==> config.mk <==
export PLATFORM = sky130hd
export DESIGN_NAME = date_add_days_with_zodiac_core
export DESIGN_NICKNAME = d
export VERILOG_FILES = /design/src/rtl/dadz_pkg.sv /design/src/rtl/date_add_days_with_zodiac_core.sv /design/src/rtl/dadz_ctrl.sv /design/src/rtl/dadz_dp.sv
export SDC_FILE = /design/constraint.sdc
export NUM_CORES = 1
export LEC_CHECK = 0
export BUFFER_PORTS_ARGS = -buffer_cell sky130_fd_sc_hd__buf_4
export CELL_PAD_IN_SITES_DETAIL_PLACEMENT = 0
export CELL_PAD_IN_SITES_GLOBAL_PLACEMENT = 1
export CORE_AREA = 2 2 151 153
export DETAILED_ROUTE_END_ITERATION = 10
export DIE_AREA = 0 0 153 155
export PLACE_DENSITY = 0.77
export SLEW_MARGIN = 20
export SYNTH_ARGS = -nofsm -noshare
export SYNTH_HDL_FRONTEND = slang
export SYNTH_SLANG_ARGS = --single-unit
==> constraint.sdc <==
create_clock -name clk -period 13.49 [get_ports clk]
set_input_delay 4.047 -clock clk [delete_from_list [all_inputs] [get_ports clk]]
set_output_delay 4.047 -clock clk [all_outputs]
set_load 0.02 [all_outputs]
==> src/rtl/dadz_pkg.sv <==
// dadz_pkg: shared types, constants and calendar helpers for the date adder
// used by dadz_ctrl, dadz_dp and date_add_days_with_zodiac_core; no dependencies
`timescale 1ns / 1ps

package dadz_pkg;

	localparam logic [13:0] YEAR_CAP    = 14'd10000;
	localparam logic [9:0]  DAYS_RESET  = 10'd280;
	// floor(y / 100) == (y * RECIP_100) >> RECIP_SHIFT for every 14-bit y
	localparam logic [12:0] RECIP_100   = 13'd5243;
	localparam int          RECIP_SHIFT = 19;

	localparam logic [3:0] MONTH_JAN = 4'd1;
	localparam logic [3:0] MONTH_FEB = 4'd2;
	localparam logic [3:0] MONTH_DEC = 4'd12;

	localparam logic [3:0] SIGN_CAPRICORN = 4'd11;

	typedef enum logic [1:0] {
		ST_IDLE,
		ST_PREP1,
		ST_PREP2,
		ST_STEP
	} state_t;

	typedef struct packed {
		logic load;
		logic prep1;
		logic prep2;
		logic step;
		logic finish;
	} ctrl_cmd_t;

	typedef struct packed {
		logic last;
	} dp_status_t;

	// days in a month for a given leap flag
	function automatic logic [4:0] month_len(input logic [3:0] m, input logic leap);
		logic [4:0] len;
		begin
			case (m) inside
				4'd4, 4'd6, 4'd9, 4'd11: len = 5'd30;
				MONTH_FEB:               len = leap ? 5'd29 : 5'd28;
				default:                 len = 5'd31;
			endcase
			return len;
		end
	endfunction

	// first day of the later sign within each month
	function automatic logic [4:0] sign_cut(input logic [3:0] m);
		logic [4:0] cut;
		begin
			case (m)
				4'd1:    cut = 5'd21;
				4'd2:    cut = 5'd20;
				4'd3:    cut = 5'd21;
				4'd4:    cut = 5'd21;
				4'd5:    cut = 5'd22;
				4'd6:    cut = 5'd22;
				4'd7:    cut = 5'd23;
				4'd8:    cut = 5'd22;
				4'd9:    cut = 5'd24;
				4'd10:   cut = 5'd24;
				4'd11:   cut = 5'd23;
				4'd12:   cut = 5'd23;
				default: cut = 5'd0;
			endcase
			return cut;
		end
	endfunction

	// zodiac code from month and day
	function automatic logic [3:0] sign_of(input logic [3:0] m, input logic [4:0] d);
		logic [3:0] code;
		begin
			if (d >= sign_cut(m))
				code = m - 4'd1;
			else if (m == MONTH_JAN)
				code = SIGN_CAPRICORN;
			else
				code = m - 4'd2;
			return code;
		end
	endfunction

endpackage

==> src/rtl/date_add_days_with_zodiac_core.sv <==
// a date is taken in idle when start is high; ST_PREP1 (year / 100 quotient) and ST_PREP2
// (year residues) follow, then the month stepper walks one month a cycle up to the end month
// and the result is registered; no new date is taken until the controller is back in idle
// the done beat lasts one cycle and cannot be held off; busy is low while idle
// reset: asynchronous, active low; clears the controller and strobe, day count goes to 280
`timescale 1ns / 1ps

module date_add_days_with_zodiac_core (
	input  logic        clk,
	input  logic        arst_n,
	input  logic        cfg_we,
	input  logic [9:0]  cfg_wdata,
	input  logic        start,
	output logic        busy,
	input  logic [3:0]  start_month,
	input  logic [4:0]  start_day,
	input  logic [13:0] start_year,
	output logic        done,
	output logic [3:0]  end_month,
	output logic [4:0]  end_day,
	output logic [13:0] end_year,
	output logic [3:0]  sign_code
);

	dadz_pkg::ctrl_cmd_t  cmd;
	dadz_pkg::dp_status_t status;

	// controller
	dadz_ctrl u_ctrl (
		.clk    (clk),
		.arst_n (arst_n),
		.start  (start),
		.status (status),
		.cmd    (cmd),
		.busy   (busy)
	);

	// datapath
	dadz_dp u_dp (
		.clk         (clk),
		.arst_n      (arst_n),
		.cfg_we      (cfg_we),
		.cfg_wdata   (cfg_wdata),
		.start_month (start_month),
		.start_day   (start_day),
		.start_year  (start_year),
		.cmd         (cmd),
		.status      (status),
		.done        (done),
		.end_month   (end_month),
		.end_day     (end_day),
		.end_year    (end_year),
		.sign_code   (sign_code)
	);

endmodule

==> src/rtl/dadz_ctrl.sv <==
// dadz_ctrl: controller state machine for the date adder
// depends on dadz_pkg (state_t, ctrl_cmd_t, dp_status_t)
`timescale 1ns / 1ps

module dadz_ctrl (
	input  logic                  clk,
	input  logic                  arst_n,
	input  logic                  start,
	input  dadz_pkg::dp_status_t  status,
	output dadz_pkg::ctrl_cmd_t   cmd,
	output logic                  busy
);

	dadz_pkg::state_t state_q, state_d;

	// state register
	always_ff @(posedge clk or negedge arst_n) begin
		if (!arst_n)
			state_q <= dadz_pkg::ST_IDLE;
		else
			state_q <= state_d;
	end

	// next state and commands
	always_comb begin
		state_d    = state_q;
		cmd        = '0;
		busy       = 1'b1;
		case (state_q)
			dadz_pkg::ST_IDLE: begin
				busy = 1'b0;
				if (start) begin
					cmd.load = 1'b1;
					state_d  = dadz_pkg::ST_PREP1;
				end
			end
			dadz_pkg::ST_PREP1: begin
				cmd.prep1 = 1'b1;
				state_d   = dadz_pkg::ST_PREP2;
			end
			dadz_pkg::ST_PREP2: begin
				cmd.prep2 = 1'b1;
				state_d   = dadz_pkg::ST_STEP;
			end
			dadz_pkg::ST_STEP: begin
				cmd.step = 1'b1;
				if (status.last) begin
					cmd.finish = 1'b1;
					state_d    = dadz_pkg::ST_IDLE;
				end
			end
			default: begin
				state_d = dadz_pkg::ST_IDLE;
			end
		endcase
	end

endmodule

==> src/rtl/dadz_dp.sv <==
// dadz_dp: datapath of the date adder, day count register, month stepper, sign lookup
// depends on dadz_pkg (constants, month_len, sign_of, command and status structs)
`timescale 1ns / 1ps

module dadz_dp (
	input  logic                  clk,
	input  logic                  arst_n,
	input  logic                  cfg_we,
	input  logic [9:0]            cfg_wdata,
	input  logic [3:0]            start_month,
	input  logic [4:0]            start_day,
	input  logic [13:0]           start_year,
	input  dadz_pkg::ctrl_cmd_t   cmd,
	output dadz_pkg::dp_status_t  status,
	output logic                  done,
	output logic [3:0]            end_month,
	output logic [4:0]            end_day,
	output logic [13:0]           end_year,
	output logic [3:0]            sign_code
);

	logic [9:0]  days_q;
	logic [3:0]  m_q;
	logic [4:0]  d_q;
	logic [13:0] y_q;
	logic [9:0]  left_q;
	logic [6:0]  quot_q;
	logic [6:0]  r100_q;
	logic [1:0]  cent_q;
	logic        done_q;

	logic [3:0]  m_in;
	logic [4:0]  d_in;
	logic [13:0] y_in;
	logic [26:0] prod;
	logic [13:0] hundreds;
	logic [13:0] rem_full;
	logic        leap;
	logic [4:0]  len;
	logic [4:0]  d_eff;
	logic [9:0]  k;
	logic        last;
	logic [4:0]  d_final;
	logic [9:0]  d_sum;

	// day count register
	always_ff @(posedge clk or negedge arst_n) begin
		if (!arst_n)
			days_q <= dadz_pkg::DAYS_RESET;
		else if (cfg_we)
			days_q <= cfg_wdata;
	end

	// input clamping
	always_comb begin
		if (start_month == 4'd0)
			m_in = dadz_pkg::MONTH_JAN;
		else if (start_month > dadz_pkg::MONTH_DEC)
			m_in = dadz_pkg::MONTH_DEC;
		else
			m_in = start_month;
		d_in = (start_day == 5'd0) ? 5'd1 : start_day;
		y_in = (start_year > dadz_pkg::YEAR_CAP) ? dadz_pkg::YEAR_CAP : start_year;
	end

	// year / 100 by reciprocal, remainder from the registered quotient
	assign prod     = y_q * dadz_pkg::RECIP_100;
	assign hundreds = 14'(quot_q) * 14'd100;
	assign rem_full = y_q - hundreds;

	// leap flag from tracked year residues
	assign leap = (y_q[1:0] == 2'b00) && ((r100_q != 7'd0) || (cent_q == 2'b00));

	// one month step
	always_comb begin
		len     = dadz_pkg::month_len(m_q, leap);
		d_eff   = (d_q > len) ? len : d_q;
		k       = 10'(len) + 10'd1 - 10'(d_eff);
		last    = (left_q < k);
		d_sum   = 10'(d_eff) + left_q;
		d_final = d_sum[4:0];
	end

	assign status.last = last;

	// working registers
	always_ff @(posedge clk) begin
		if (cmd.load) begin
			m_q    <= m_in;
			d_q    <= d_in;
			y_q    <= y_in;
			left_q <= days_q;
		end
		if (cmd.prep1)
			quot_q <= prod[dadz_pkg::RECIP_SHIFT +: 7];
		if (cmd.prep2) begin
			r100_q <= rem_full[6:0];
			cent_q <= quot_q[1:0];
		end
		if (cmd.step && !last) begin
			left_q <= left_q - k;
			d_q    <= 5'd1;
			if (m_q == dadz_pkg::MONTH_DEC) begin
				m_q <= dadz_pkg::MONTH_JAN;
				if (y_q < dadz_pkg::YEAR_CAP) begin
					y_q <= y_q + 14'd1;
					if (r100_q == 7'd99) begin
						r100_q <= 7'd0;
						cent_q <= cent_q + 2'd1;
					end else begin
						r100_q <= r100_q + 7'd1;
					end
				end
			end else begin
				m_q <= m_q + 4'd1;
			end
		end
	end

	// result registers
	always_ff @(posedge clk) begin
		if (cmd.finish) begin
			end_month <= m_q;
			end_day   <= d_final;
			end_year  <= y_q;
			sign_code <= dadz_pkg::sign_of(m_q, d_final);
		end
	end

	// result strobe
	always_ff @(posedge clk or negedge arst_n) begin
		if (!arst_n)
			done_q <= 1'b0;
		else
			done_q <= cmd.finish;
	end

	assign done = done_q;

	// result month stays in range
	a_month_range: assert property (@(posedge clk) disable iff (!arst_n)
		done_q |-> (end_month >= dadz_pkg::MONTH_JAN && end_month <= dadz_pkg::MONTH_DEC))
		else $error("end month out of range");

	// result day is never zero
	a_day_nonzero: assert property (@(posedge clk) disable iff (!arst_n)
		done_q |-> (end_day != 5'd0))
		else $error("end day is zero");

	// year never passes the cap
	a_year_cap: assert property (@(posedge clk) disable iff (!arst_n)
		done_q |-> (end_year <= dadz_pkg::YEAR_CAP))
		else $error("end year above cap");

	// sign code is one of the twelve signs
	a_sign_range: assert property (@(posedge clk) disable iff (!arst_n)
		done_q |-> (sign_code <= dadz_pkg::SIGN_CAPRICORN))
		else $error("sign code out of range");

endmodule

### Word-level counts from Yosys, hierarchy flattened

Memory sizes are Yosys's and may differ from the RTL's. A register that Yosys moved wholly into a read port is not among the register bits.
Index checks and enable logic that the tools add are counted.

| storage, ports and cells | value |
|---|---|
| ROM bits | 80 |
| bits in registers | 89 |
| output and inout port bits | 29 |
| memories kept | 1 |

Memories:

| memory | depth | width | rd ports | clocked after memory_dff | wr ports | RTL line | source |
|---|---|---|---|---|---|---|---|
| (name not given) | 16 | 5 | 1 | 1 | 0 | dadz_pkg.sv:55 | `case (m)` |

| operators by class | value |
|---|---|
| add/subtract/negate cells | 11 |
| reductions and logical operators | 13 |
| muxes and demuxes | 41 |
| eq/ne operators | 13 |
| $lt $le $gt $ge | 6 |
| multiply operators | 2 |

Operators by type and width:

| cell | number |
|---|---|
| $mux 14 | 5 |
| $mux 7 | 5 |
| $mux 4 | 8 |
| $mul 14x13->26 const B | 1 |
| $mux 5 | 5 |
| $mux 10 | 2 |
| $mux 2 | 8 |
| $add 14x1->14 const B | 1 |
| $gt 14x14->1 const B | 1 |
| $lt 14x14->1 const B | 1 |
| $eq 4x4->1 const B | 3 |
| $lt 10x10->1 | 1 |
| $sub 10x10->10 | 1 |
| $sub 10x5->10 | 1 |
| $eq 4x3->1 const B | 2 |
| $pmux 2 s4 | 1 |
| $add 7x1->7 const B | 1 |
| $eq 7x7->1 const B | 1 |
| $mul 7x5->5 const B | 1 |
| $mux 1 | 7 |
| $reduce_bool 7->1 | 1 |
| $sub 7x7->7 | 1 |
| $add 5x1->6 const B | 1 |
| $logic_not 2->1 | 3 |
| other kinds (22) | 24 |

### Logic depth before layout (Yosys ltp)

| logic depth | value |
|---|---|
| depth after elaboration | 15 |
| depth in mapped cells | 30 |

### Cells and area by module

Synthesis repeated with hierarchy kept, for this count alone.

| unflattened totals | value |
|---|---|
| cells, all modules | 871 |
| area total of the unflattened synthesis | 8839.7 um^2 |

Modules (own cells, without submodules):

| module | cells an instance | area each (um^2) | seq. area each (um^2) | instances |
|---|---|---|---|---|
| dadz_dp | 854 | 8657.1 | 2321.0 | 1 |
| dadz_ctrl | 17 | 182.7 | 50.0 | 1 |

### Least setup slack after synthesis

Ideal clock, no wire load.

| timing path | value |
|---|---|
| kind | flip-flop to flip-flop |
| start point | register u_dp.m_q[0] |
| end point | register u_dp.end_day[0], enable pin |
| path slack | 7.040 ns |
| path buffers | 0 |
| arrival time | 6.029 ns |
| library setup time | 0.421 ns |
| stages on the path, launching flop included | 23 |
| required time | 13.069 ns |
| path through | edfxtp_1 ha_1 o21ai_0 nor2_1 a21oi_1 nand2_1 nand2_1 ha_1 a2111oi_0 o21ai_0 o21ai_0 inv_1 ha_1 a21o_1 a21o_1 a21oi_1 o21bai_1 nand2b_1 ha_1 a21o_1 a221oi_2 o21ai_0 a21oi_1 |

RTL lines:

| item | RTL line | source |
|---|---|---|
| from (decl) | dadz_dp.sv:23 | `logic [3:0] m_q;` |
| from (signal assigned) | dadz_dp.sv:89 | `m_q <= m_in;` |
| from (signal assigned) | dadz_dp.sv:104 | `m_q <= dadz_pkg::MONTH_JAN;` |
| from (signal assigned) | dadz_dp.sv:115 | `m_q <= m_q + 4'd1;` |
| to (signal assigned) | dadz_dp.sv:124 | `end_day <= d_final;` |
| to (decl) | dadz_dp.sv:17 | `output logic [4:0] end_day,` |

### Worst setup path after layout

| timing path | value |
|---|---|
| start point | register u_dp.m_q[1] |
| end point | register u_dp.y_q[11] |

| on the way | value |
|---|---|
| longest elaborated chain between the ends | 10 |

Ends and longest elaborated chain:

| item | RTL line | source |
|---|---|---|
| $eq 4x4->1, or another cell as far along | dadz_dp.sv:76 | `len = dadz_pkg::month_len(m_q, leap);` |
| $reduce_or 4->1 or $mux 5 (tied branches) | dadz_pkg.sv:42 | `case (m) inside` |
| $mux 5 | dadz_pkg.sv:42 |  |
| $gt 5x5->1 | dadz_dp.sv:77 | `d_eff = (d_q > len) ? len : d_q;` |
| $mux 5 | dadz_dp.sv:77 |  |
| $sub 10x5->10 | dadz_dp.sv:78 | `k = 10'(len) + 10'd1 - 10'(d_eff);` |
| $lt 10x10->1 | dadz_dp.sv:79 | `last = (left_q < k);` |
| $logic_not 1->1 | dadz_dp.sv:100 | `if (cmd.step && !last) begin` |
| $logic_and 1x1->1 | dadz_dp.sv:100 |  |
| $mux 14 (*) | dadz_dp.sv:100 |  |
| to (signal assigned) | dadz_dp.sv:91 | `y_q <= y_in;` |
| to (signal assigned) | dadz_dp.sv:106 | `y_q <= y_q + 14'd1;` |
| to (decl) | dadz_dp.sv:25 | `logic [13:0] y_q;` |

Every way passes the cells marked *; elsewhere a longest branch is shown, timed or not.
A chain may end at the register's enable or synchronous reset.

==> impl_metrics.json <==
{
  "grt_setup_unrepaired": "false",
  "postSynth.asyncResetShare_pct": 14.1,
  "area_growth_pct": 12.4,
  "drt-total-wl_mm": 19.4,
  "holdBufCountCts": 0,
  "mostFrequentLayoutCells": "inv_1 (161), ha_1 (152), buf_4 (67)",
  "drt-pass1-iter-count": 4,
  "crit_path_end_kind": "flip-flop",
  "syn_inst": 872,
  "yosys_warnings": 0,
  "dp_hpwl_mm": 15.6,
  "grt_pass1_wl_mm": 31.6,
  "clk_latency_ns": 0.35,
  "netlist_area_sq_um": 8750,
  "fin_skew_ns": 0.00667,
  "ys_types": 66,
  "postRouteAntennaNets": 0,
  "final-max-slew-violation-count": 0,
  "timing.critical_path.mode_cell": "ha_1",
  "crit_required_ns": 13.73,
  "grtUsageTotal_pct": 17.0,
  "rows": 55,
  "worst_pin_slew_ns": 1.07,
  "num_vias": 6174,
  "fin_setup_tns_ns": 0,
  "fmax_mhz": 143,
  "place_inst": 1204,
  "fin_nets": 1185,
  "globalRouteOverflowTotal": 0,
  "grt_pass1_vias": 6030,
  "cts_setup_buffers": 0,
  "period_minus_slack_ns": 7.01,
  "syn_nets": 1127,
  "clk_pin_slew_ns": 0.07,
  "core-area_sq_um": 22200,
  "crit_slowest_cell": "and3_1",
  "synth_ff_type": "edfxtp_1",
  "cts_resized": 0,
  "drive_above_1_share_pct": 12.4,
  "cp_data_arrival_time_ns": 7.24,
  "clock_path_buffers": 2,
  "whs_ns": 0.487,
  "grt_max_degree": 29,
  "clkSinkCount": 92,
  "initial_core_util_pct": 39.4,
  "status": "completed",
  "ys_seq_area_share_pct": 27.1,
  "place_congestion": 0.853,
  "grt_antenna_before_repair": 0,
  "port_buffers": 65,
  "final_common_cell": "inv_1",
  "fin_crit_sh_pct": 52.0,
  "path_class": "flip-flop to flip-flop",
  "cts_tree": "yes",
  "wl_per_cell_um": 15.9,
  "synth_edf_count": 46,
  "hold_class": "flip-flop to flip-flop",
  "fin_cells": 1220,
  "vias_per_cell": 5.06,
  "cts_made_buffers": 9,
  "nFillCells": 2126,
  "drcViolationCount": 0,
  "synth-seq-cells": 92,
  "antenna_cells": 0,
  "die_y_um": 155,
  "setup_viol": 0,
  "drt_iter0_drc": 317,
  "dieArea_sq_um": 23700,
  "ios": 66,
  "cts.htree.levels": 3,
  "startpoint_type": "flip-flop",
  "hold_viol_final": 0,
  "crit_fanout": 27,
  "die_width_um": 153,
  "cts-root-buf": "clkbuf_16",
  "cpPeakStageDelay_ns": 0.85,
  "slew-limit-headroom_pct": 28.4,
  "maxCapViolations": 0,
  "syn_avg_cell_area_sq_um": 10.0
}
path summary, 6_finish.rpt:
kind                                          startpoint                         end  slack (ns)  depth (start not counted)
min in group asynchronous                         arst_n  u_dp.days_q[0]$_DFFE_PN0P_        3.53                          1
worst min-delay path            u_dp.d_q[3]$_SDFFE_PN0P_    u_dp.d_q[3]$_SDFFE_PN0P_        0.49                          2
worst max-delay path               u_dp.m_q[1]$_DFFE_PN_        u_dp.y_q[11]$_DFF_P_        6.48                         25
worst max register to register     u_dp.m_q[1]$_DFFE_PN_        u_dp.y_q[11]$_DFF_P_        6.48                         25
worst min register to register  u_dp.d_q[3]$_SDFFE_PN0P_    u_dp.d_q[3]$_SDFFE_PN0P_        0.49                          2
max in group asynchronous                         arst_n  u_dp.days_q[3]$_DFFE_PN1P_        9.73                          1
kinds of logic (layout without fill, tap and decap cells):
logic type / after synthesis / after routing / synth area share (%)
adders and majority gates: 218 / 218 / 36.8
AOI/OAI and AO/OA: 151 / 151 / 11.9
xor gates and xnor gates: 31 / 31 / 3.10
buffers and inverters: 181 / 244 / 8.06
and+or+nand+nor: 173 / 173 / 9.74
DFF: 92 / 92 / 27.1
muxes: 26 / 26 / 3.27
metrics by stage:
step	util, %	setup slack [ns]	area, sq um
final	44.2	6.48	9830
after CTS	44.2	6.43	9830
after global placement	42.8	6.68	9520
after global routing	44.2	5.83	9830
after floorplan	-	7.04	8750
after detailed placement	42.8	6.48	9520
cell usage after synthesis (9+ instances only):
cell type  count  area, sq um
mux2_2        13          146
a21oi_1       47          235
xnor2_1       24          210
clkbuf_1      13         48.8
nand3_1       23          115
a21o_1        18          135
nor2_1        30          113
and3_1        16          100
edfxtp_1      46         1380
dfrtp_1       10          250
nor3_1        12         60.1
fa_1          66         1320
o21ai_0       23          115
nand4_1        9         56.3
a221o_1        9         90.1
nand2_1       56          210
mux2i_1       11          110
o21bai_1      10         75.1
inv_1        161          604
ha_1         152         1900
dfxtp_1       33          661
critical path: cells and delay by family, from the launching register on:
| family | cells | cell delay, ns |
|---|---|---|
| compound gates | 11 | 2.59 |
| fa+ha+maj | 4 | 1.17 |
| buf+inv | 2 | 0.31 |
| flops | 1 | 0.46 |
| simple gates | 8 | 2.37 |
final cells by class:
cell class / instances / area (sq um) / share of cell area, %
flip-flops and latches: 92 / 2370 / 24.1
repair buffers: 67 / 503 / 5.11
multi-input cells: 599 / 5690 / 57.8
clock inverters: 3 / 22.5 / 0.229
clock buffers: 13 / 292 / 2.96
inverters: 161 / 604 / 6.15
well taps: 285 / 357 / 3.63
routing by layer:
layer	up-vias	wire, um	global-route usage (%)
li1	3101	-	-
met1	2952	9530	24.3
met2	108	8730	26.9
met3	13	874	3.09
met4	0	238	3.75
met5	-	0	0
state kept, by name, summed over array words and instances (netlist names), 5 cells and up, named ones only:
signal / flops
u_dp.end_year: 14
u_dp.y_q: 14
u_dp.days_q: 10
u_dp.left_q: 10
u_dp.r100_q: 7
u_dp.d_q: 5
u_dp.end_day: 5
u_dp.quot_q: 5
Power is left out: the tool's default activity adds up to more than one toggle a clock period on the data nets, which glitch-free logic cannot reach.
